`src/hdl/ers_pkg.sv`:
```
// ----------------------------------------------------------------------------
// ers_pkg: shared definitions for the elevator request scheduler
// Entry layout, cell control, status codes and sequencer states.
// ----------------------------------------------------------------------------
package ers_pkg;

  // default sizing
  localparam int NumFloors  = 9;
  localparam int QueueDepth = 16;

  // one waiting ride request
  typedef struct packed {
    logic [3:0] origin;
    logic [3:0] dest;
  } entry_t;

  // control broadcast to every queue cell
  typedef struct packed {
    logic shift;     // whole queue moves one cell toward the head
    logic reinsert;  // head entry kept, goes back in behind the last one
    logic append;    // new request written at the first free cell
  } cell_ctrl_t;

  // result status codes
  typedef enum logic [2:0] {
    StatQueued  = 3'd0,
    StatFull    = 3'd1,
    StatBad     = 3'd2,
    StatIdle    = 3'd3,
    StatUp      = 3'd4,
    StatDown    = 3'd5,
    StatArrived = 3'd6
  } status_e;

  // sequencer states
  typedef enum logic [1:0] {
    StIdle,
    StBoard,
    StFront,
    StMove
  } state_e;

endpackage

```
`src/hdl/ers_cell.sv`:
```
// ----------------------------------------------------------------------------
// ers_cell: one slot of the waiting request queue
// Takes its neighbour's entry on a shift, or a new entry when it is the slot
// at the end of the queue.
// ----------------------------------------------------------------------------
module ers_cell #(
  parameter int INDEX  = 0,
  parameter int FILL_W = 5
) (
  input  logic                     clk_i,
  input  ers_pkg::cell_ctrl_t      ctrl_i,
  input  logic [FILL_W-1:0]        fill_i,
  input  ers_pkg::entry_t          next_entry_i,
  input  ers_pkg::entry_t          new_entry_i,
  output ers_pkg::entry_t          entry_o
);

  localparam logic [FILL_W-1:0] SlotHere = FILL_W'(INDEX);
  localparam logic [FILL_W-1:0] SlotNext = FILL_W'(INDEX + 1);

  ers_pkg::entry_t entry_q, entry_d;

  // slot update: shift, reinsert at the tail or append
  always_comb begin
    entry_d = entry_q;
    if (ctrl_i.shift) begin
      if (ctrl_i.reinsert && (fill_i == SlotNext)) begin
        entry_d = new_entry_i;
      end else begin
        entry_d = next_entry_i;
      end
    end else if (ctrl_i.append && (fill_i == SlotHere)) begin
      entry_d = new_entry_i;
    end
  end

  // payload register, no reset
  always_ff @(posedge clk_i) begin
    entry_q <= entry_d;
  end

  assign entry_o = entry_q;

endmodule

```
`src/hdl/elevator_request_scheduler_unit.sv`:
```
// ----------------------------------------------------------------------------
// elevator_request_scheduler_unit: elevator car controller
// Queues ride requests in a row of cells, boards riders on each tick and
// picks the next stop LOOK style, moving the car at most one floor per tick.
// ----------------------------------------------------------------------------
//
//  channel   direction  handshake              payload
//  command   in         start && !busy         operation_i, origin_floor_i, dest_floor_i
//  result    out        valid_o, one cycle     status_o, car_position_o, heading_is_up_o,
//                                              chosen_stop_o, waiting_count_o, work_left_o
//
//  a request's result shows the cycle after the transfer
//  a tick runs a boarding pass that rotates the queue through its head cell
//  one entry a cycle, then a step for the front request and a step for stop
//  choice and car movement
//  busy is high while a tick is in progress; the receiver cannot stall results
//  reset (rst_ni low) puts the car on floor 1 heading up with an empty queue
//
module elevator_request_scheduler_unit #(
  parameter int NUM_FLOORS  = ers_pkg::NumFloors,
  parameter int QUEUE_DEPTH = ers_pkg::QueueDepth
) (
  input  logic       clk_i,
  input  logic       rst_ni,
  input  logic       start,
  output logic       busy,
  input  logic       operation_i,
  input  logic [3:0] origin_floor_i,
  input  logic [3:0] dest_floor_i,
  output logic       valid_o,
  output logic [2:0] status_o,
  output logic [3:0] car_position_o,
  output logic       heading_is_up_o,
  output logic [3:0] chosen_stop_o,
  output logic [4:0] waiting_count_o,
  output logic       work_left_o
);

  localparam int          FillW    = $clog2(QUEUE_DEPTH + 1);
  localparam logic [3:0]  TopFloor = 4'(NUM_FLOORS);
  localparam logic [FillW-1:0] FullCount = FillW'(QUEUE_DEPTH);

  // state
  ers_pkg::state_e        state_q, state_d;
  logic [3:0]             car_q, car_d;
  logic                   heading_q, heading_d;
  logic [NUM_FLOORS-1:0]  stops_q, stops_d;
  logic [FillW-1:0]       fill_q, fill_d;
  logic [FillW-1:0]       left_q, left_d;
  logic                   res_valid_q, res_valid_d;
  ers_pkg::status_e       res_status_q, res_status_d;
  logic [3:0]             res_chosen_q, res_chosen_d;

  // queue
  ers_pkg::cell_ctrl_t    ctrl;
  ers_pkg::entry_t        new_entry;
  ers_pkg::entry_t        cell_entry [QUEUE_DEPTH];
  ers_pkg::entry_t        head;

  logic                   accept;
  logic                   bad_floors;
  logic [NUM_FLOORS-1:0]  dest_bit;
  logic [NUM_FLOORS-1:0]  front_bit;
  logic [NUM_FLOORS-1:0]  car_bit;
  logic [3:0]             ahead_stop;
  logic [3:0]             behind_stop;
  logic [3:0]             pick;
  logic [31:0]            fill_ext;

  assign accept = start && !busy;
  assign head   = cell_entry[0];

  // row of queue cells, each fed by its neighbour toward the tail
  for (genvar i = 0; i < QUEUE_DEPTH; i++) begin : g_cell
    ers_pkg::entry_t next_entry;
    if (i == QUEUE_DEPTH - 1) begin : g_tail
      assign next_entry = '0;
    end else begin : g_mid
      assign next_entry = cell_entry[i+1];
    end
    ers_cell #(
      .INDEX  (i),
      .FILL_W (FillW)
    ) u_cell (
      .clk_i        (clk_i),
      .ctrl_i       (ctrl),
      .fill_i       (fill_q),
      .next_entry_i (next_entry),
      .new_entry_i  (new_entry),
      .entry_o      (cell_entry[i])
    );
  end

  // floor decodes into stop set positions
  always_comb begin
    dest_bit  = '0;
    front_bit = '0;
    car_bit   = '0;
    for (int f = 1; f <= NUM_FLOORS; f++) begin
      dest_bit[f-1]  = (head.dest == 4'(f));
      front_bit[f-1] = (head.origin == 4'(f));
      car_bit[f-1]   = (car_q == 4'(f));
    end
  end

  // LOOK stop choice: floors in the heading first, nearest by file order
  always_comb begin
    ahead_stop  = '0;
    behind_stop = '0;
    if (heading_q) begin
      for (int f = NUM_FLOORS; f >= 1; f--) begin
        if (stops_q[f-1] && (4'(f) >= car_q)) ahead_stop = 4'(f);
        if (stops_q[f-1] && (4'(f) < car_q)) behind_stop = 4'(f);
      end
    end else begin
      for (int f = 1; f <= NUM_FLOORS; f++) begin
        if (stops_q[f-1] && (4'(f) < car_q)) ahead_stop = 4'(f);
        if (stops_q[f-1] && (4'(f) >= car_q)) behind_stop = 4'(f);
      end
    end
    pick = (ahead_stop != '0) ? ahead_stop : behind_stop;
  end

  assign bad_floors = (origin_floor_i < 4'd1) || (origin_floor_i > TopFloor) ||
                      (dest_floor_i < 4'd1) || (dest_floor_i > TopFloor) ||
                      (origin_floor_i == dest_floor_i);

  // sequencer: next state, queue control and result
  always_comb begin
    state_d      = state_q;
    car_d        = car_q;
    heading_d    = heading_q;
    stops_d      = stops_q;
    fill_d       = fill_q;
    left_d       = left_q;
    res_valid_d  = 1'b0;
    res_status_d = res_status_q;
    res_chosen_d = res_chosen_q;
    ctrl         = '0;
    new_entry    = '{origin: origin_floor_i, dest: dest_floor_i};

    unique case (state_q)
      ers_pkg::StIdle: begin
        if (accept) begin
          if (!operation_i) begin
            res_valid_d  = 1'b1;
            res_chosen_d = '0;
            if (bad_floors) begin
              res_status_d = ers_pkg::StatBad;
            end else if (fill_q == FullCount) begin
              res_status_d = ers_pkg::StatFull;
            end else begin
              ctrl.append  = 1'b1;
              fill_d       = fill_q + FillW'(1);
              res_status_d = ers_pkg::StatQueued;
            end
          end else begin
            left_d  = fill_q;
            state_d = (fill_q != '0) ? ers_pkg::StBoard : ers_pkg::StFront;
          end
        end
      end
      ers_pkg::StBoard: begin
        // head leaves; boarded riders add their stop, others go to the tail
        ctrl.shift = 1'b1;
        new_entry  = head;
        if (head.origin == car_q) begin
          stops_d = stops_q | dest_bit;
          fill_d  = fill_q - FillW'(1);
        end else begin
          ctrl.reinsert = 1'b1;
        end
        left_d = left_q - FillW'(1);
        if (left_q == FillW'(1)) begin
          state_d = ers_pkg::StFront;
        end
      end
      ers_pkg::StFront: begin
        // with no stop pending, fetch the oldest waiting rider
        if ((stops_q == '0) && (fill_q != '0)) begin
          stops_d = front_bit;
        end
        state_d = ers_pkg::StMove;
      end
      ers_pkg::StMove: begin
        res_valid_d  = 1'b1;
        res_chosen_d = pick;
        if (pick == '0) begin
          res_status_d = ers_pkg::StatIdle;
        end else if (pick > car_q) begin
          car_d        = car_q + 4'd1;
          heading_d    = 1'b1;
          res_status_d = ers_pkg::StatUp;
        end else if (pick < car_q) begin
          car_d        = car_q - 4'd1;
          heading_d    = 1'b0;
          res_status_d = ers_pkg::StatDown;
        end else begin
          stops_d      = stops_q & ~car_bit;
          res_status_d = ers_pkg::StatArrived;
        end
        state_d = ers_pkg::StIdle;
      end
      default: begin
        state_d = ers_pkg::StIdle;
      end
    endcase
  end

  // control registers
  always_ff @(posedge clk_i or negedge rst_ni) begin
    if (!rst_ni) begin
      state_q     <= ers_pkg::StIdle;
      car_q       <= 4'd1;
      heading_q   <= 1'b1;
      stops_q     <= '0;
      fill_q      <= '0;
      left_q      <= '0;
      res_valid_q <= 1'b0;
    end else begin
      state_q     <= state_d;
      car_q       <= car_d;
      heading_q   <= heading_d;
      stops_q     <= stops_d;
      fill_q      <= fill_d;
      left_q      <= left_d;
      res_valid_q <= res_valid_d;
    end
  end

  // result payload registers
  always_ff @(posedge clk_i) begin
    res_status_q <= res_status_d;
    res_chosen_q <= res_chosen_d;
  end

  // outputs
  assign fill_ext        = 32'(fill_q);
  assign busy            = (state_q != ers_pkg::StIdle);
  assign valid_o         = res_valid_q;
  assign status_o        = res_status_q;
  assign car_position_o  = car_q;
  assign heading_is_up_o = heading_q;
  assign chosen_stop_o   = res_chosen_q;
  assign waiting_count_o = fill_ext[4:0];
  assign work_left_o     = (stops_q != '0) || (fill_q != '0);

  // checks
  a_fill_bound : assert property (@(posedge clk_i) disable iff (!rst_ni)
    fill_q <= FullCount)
    else $error("queue count beyond depth");

  a_board_left : assert property (@(posedge clk_i) disable iff (!rst_ni)
    (state_q == ers_pkg::StBoard) |-> ((left_q != '0) && (left_q <= fill_q)))
    else $error("boarding pass count out of step with queue count");

  a_arrive_here : assert property (@(posedge clk_i) disable iff (!rst_ni)
    (valid_o && (status_o == ers_pkg::StatArrived)) |-> (chosen_stop_o == car_position_o))
    else $error("arrival reported away from the chosen stop");

  a_move_step : assert property (@(posedge clk_i) disable iff (!rst_ni)
    ((state_q == ers_pkg::StMove) && (pick > car_q)) |=>
      (heading_q && (car_q == $past(car_q) + 4'd1)))
    else $error("upward move did not advance the car by one floor");

endmodule

```
`config.mk`:
```
export PLATFORM = sky130hd
export DESIGN_NAME = elevator_request_scheduler_unit
export DESIGN_NICKNAME = d
export VERILOG_FILES = /design/src/hdl/ers_pkg.sv /design/src/hdl/ers_cell.sv /design/src/hdl/elevator_request_scheduler_unit.sv
export SDC_FILE = /design/constraint.sdc
export NUM_CORES = 1
export LEC_CHECK = 0
export ABC_CLOCK_PERIOD_IN_PS = 13250
export BUFFER_PORTS_ARGS = -buffer_cell sky130_fd_sc_hd__buf_2
export CAP_MARGIN = 5
export CORE_AREA = 5 5 139 141
export CTS_BUF_LIST = sky130_fd_sc_hd__clkbuf_16
export CTS_CLUSTER_DIAMETER = 40
export DETAILED_ROUTE_END_ITERATION = 12
export DIE_AREA = 0 0 144 146
export MAX_ROUTING_LAYER = met4
export PLACE_DENSITY_LB_ADDON = 0.1
export REMOVE_ABC_BUFFERS = 1
export SLEW_MARGIN = 5
export SYNTH_ARGS = -nofsm -noshare
export SYNTH_HDL_FRONTEND = slang
export SYNTH_HIERARCHICAL = 1
export SYNTH_SLANG_ARGS = --single-unit
```
`constraint.sdc`:
```
create_clock -name clk_i -period 13.25 [get_ports clk_i]
set_input_delay 1.325 -clock clk_i [delete_from_list [all_inputs] [get_ports clk_i]]
set_output_delay 1.325 -clock clk_i [all_outputs]
set_load 0.02 [all_outputs]
```
==> out/qor.yml <==
logic_synthesis:
  synthesis.area_um2: 9644
  yosys-top-cells-area: "edfxtp_1 42%, mux2_2 16%, dfrtp_1 6.5%"
  synth_cells: 751
  ys_seq_area_share_pct: 49.07
  synth_area_leader_cell: "edfxtp_1"
  synth_ff_type: "edfxtp_1"
  yosys_warnings: 6
  synth_seq_cells: 162
  synthDistinctLibCells: 98
  synth_common_cells: "138 x mux2_2, 135 x edfxtp_1, 46 x nand2_1, 30 x nor2_1, 26 x o21ai_0"
  avgSynthCellArea_um2: 12.84
  async_flop_share_pct: 16.67
  yosysTopAreaCellShare_pct: 42.03
  yosysMostFrequentCell: "mux2_2"
  synth_edf_count: 135
route:
  routed.top_layer: "met4"
  drt_iter0_markers: 571
  ant_nets: 0
  routed_wl_um: 22460
  wl_met3_um: 1142
  drt_pre_antenna_iters: 5
  wl_met1_um: 10390
  routed_via_density: 6.120
  drc: 0
  route.vias.total: 6285
  met2WireLength_um: 10470
  wl_per_cell_um: 21.87
setup_path:
  cp_cell_sequence: "inv_1, ha_1, or2b_2, a31oi_1, o21ai_0, and3_2, nor4b_4, and2_1, nand2_1, buf_2"
  critPathTopFamily: "simple AND/OR/NAND/NOR gates"
  endpoint_kind: "output port"
  required_ns: 11.93
  reg2reg_from: "car_position_o[1]"
  start_kind: "register"
  reg2reg_to: "stops_q[6]"
  critPathLaunch: "car_position_o[1]"
  reg2reg_depth: 18
  critical_path.slowest_cell: "dfrtp_1"
  crit_fanout: 15
  critPathArrivalTime_ns: 3.81
  critPathMaxStageDelay_ns: 0.64
  worst-path-buf-inv: 2
  ff2ff_setup_slack_ns: 8.21
  path_class: "register to output port"
timing:
  slew_headroom_pct: 32.56
  worstMarginPinSlew_ns: 1.001
  whs_ns: 0.5405
  fmaxAchievable_mhz: 194.6
  layout_setup_ws_ns: 8.112
  period_share_pct: 38.77
  skew_ns: 0.01298
  rsz0062_at_grt: "false"
  setup_viol: 0
  drv_slew: 0
  finalSetupTns_ns: 0
  hold_violations: 0
  fin_crit_ns: 5.138
floorplanning:
  core_um2: 17840
  die_h_um: 146
  pin_count: 32
  die_w_um: 144
  row_count: 49
  start_util_pct: 54.06
  die-area_um2: 21020
hold_path:
  min_to: "g_cell[4].u_cell/entry_o[5]"
  whs_path_depth: 1
  hp-class: "register to register"
  worstHoldStart: "g_cell[5].u_cell/entry_o[5]"
global_route:
  grt_overflow_total: 0
  grt_max_degree: 51
  antenna_found_initial: 0
  grt_pass1_vias: 6301
  grt_usage_pct: 22.60
  grt_pass1_wl_um: 36070
place:
  gp_congestion: 0.9055
  port_buffers: 31
  placed_cell_area_um2: 9956
  post-place-ws_ns: 8.333
  placed_cells_incl_taps: 995
  dp_hpwl_um: 15230
cts:
  cts_setup_buffers: 0
  clk_transition_reported_paths_ns: 0.07
  ctsResizeCount: 0
  cts.sinks: 162
  cts-buffers-inserted: 17
  h-tree-depth: 4
  cts_hold_buf: 0
  cts_tree: "done"
  cts.path.max_buffers: 2
  cts-root-buf: "clkbuf_16"
  clkLatencyLatePin_ns: 0.42
layout:
  fin_cells: 1027
  drive_above_1_share_pct: 34.71
  diodes: 0
  layout.nets: 816
  design_area_um2: 10550
  n_fill_cell: 1450
  area_delta_synth_final_pct: 9.406
power_and_ir_drop:
  power_density_nw_per_um2: 293.9
  vdd_drop_max_mv: 0.2060
  p_leak_nw: 3.730
job:
  drv_cap: 0
outcome:
  status: "finished clean"
==> cell families after synthesis <==
family                   Yosys count  synth area share [%]
XOR/XNOR                          17                 1.544
buffers and inverters             57                 3.399
other                              1               0.03888
adder cells (fa/ha/maj)           19                 2.543
AO/OA/AOI/OAI                    163                 14.12
flip-flops                       162                 49.07
multiplexers                     145                 16.84
AND/OR/NAND/NOR                  187                 12.45
==> power by group <==
group          internal [mW]  leakage [nW]  switching [mW]
combinational          0.661          1.84           0.929
sequential             0.879          1.60           0.135
clock                  0.284         0.294           0.214
==> per-layer routing <==
layer | track usage (%) | vias to the layer above
met3 | 4.469 | 39
li1 | - | 2955
met2 | 33.59 | 205
met5 | - | -
met4 | 6.685 | 0
met1 | 31.52 | 3086
==> worst reg2reg max path: cells and delay by family (launching register included) <==
kind | cells | cell delay [ns]
AOI/OAI and AO/OA | 7 | 1.89
adders and majority gates | 2 | 0.63
buffers and inverters | 1 | 0.27
DFF | 1 | 0.64
and+or+nand+nor | 8 | 1.51
==> sequential cells by signal, summed over array words and instances, names as in the netlist <==
signal	cells
car_position_o	4
state_q	2
waiting_count_o	5
valid_o	1
left_q	5
g_cell.u_cell/entry_o	128
heading_is_up_o	1
chosen_stop_o	4
status_o	3
stops_q	9
==> worst max path at each step <==
stage / to / slack, ns / cells after the start
5_1_grt: stops_q[6] / 7.84 / 18
2_1_floorplan: g_cell[7].u_cell/entry_o[0] / 8.40 / 7
3_3_place_gp: stops_q[6] / 8.47 / 18
6_report: work_left_o / 8.11 / 10
3_5_place_dp: stops_q[6] / 8.33 / 18
4_1_cts: work_left_o / 8.15 / 10
==> placed cells by master, fill, tap and decap left out, types with 20 or more instances in the layout <==
| master | count |
|---|---|
| mux2_2 | 138 |
| edfxtp_1 | 135 |
| nand2_1 | 46 |
| buf_2 | 31 |
| nor2_1 | 30 |
| o21ai_0 | 26 |
| inv_1 | 25 |
| a31oi_1 | 25 |
| dfrtp_1 | 25 |
| a21oi_1 | 21 |
| nand2b_1 | 20 |
==> area by class of cell <==
type,instances,area (µm²),share of cell area (%)
timing repair buffer,40,222.7,2.111
clock buffer,17,425.4,4.032
sequential,162,4732,44.85
clock inverter,15,170.2,1.613
multi-input combinational,539,4621,43.79
inverter,25,93.84,0.8894
tap,229,286.5,2.716
==> metrics by stage <==
stage | power (mW) | utilization (%)
after floorplan | 2.180 | -
after global placement | 2.573 | 55.80
after detailed placement | 2.598 | 55.80
after CTS | 3.107 | 59.14
after global routing | 3.293 | 59.14
final | 3.101 | 59.14
Power figures use the tool's default switching activity.
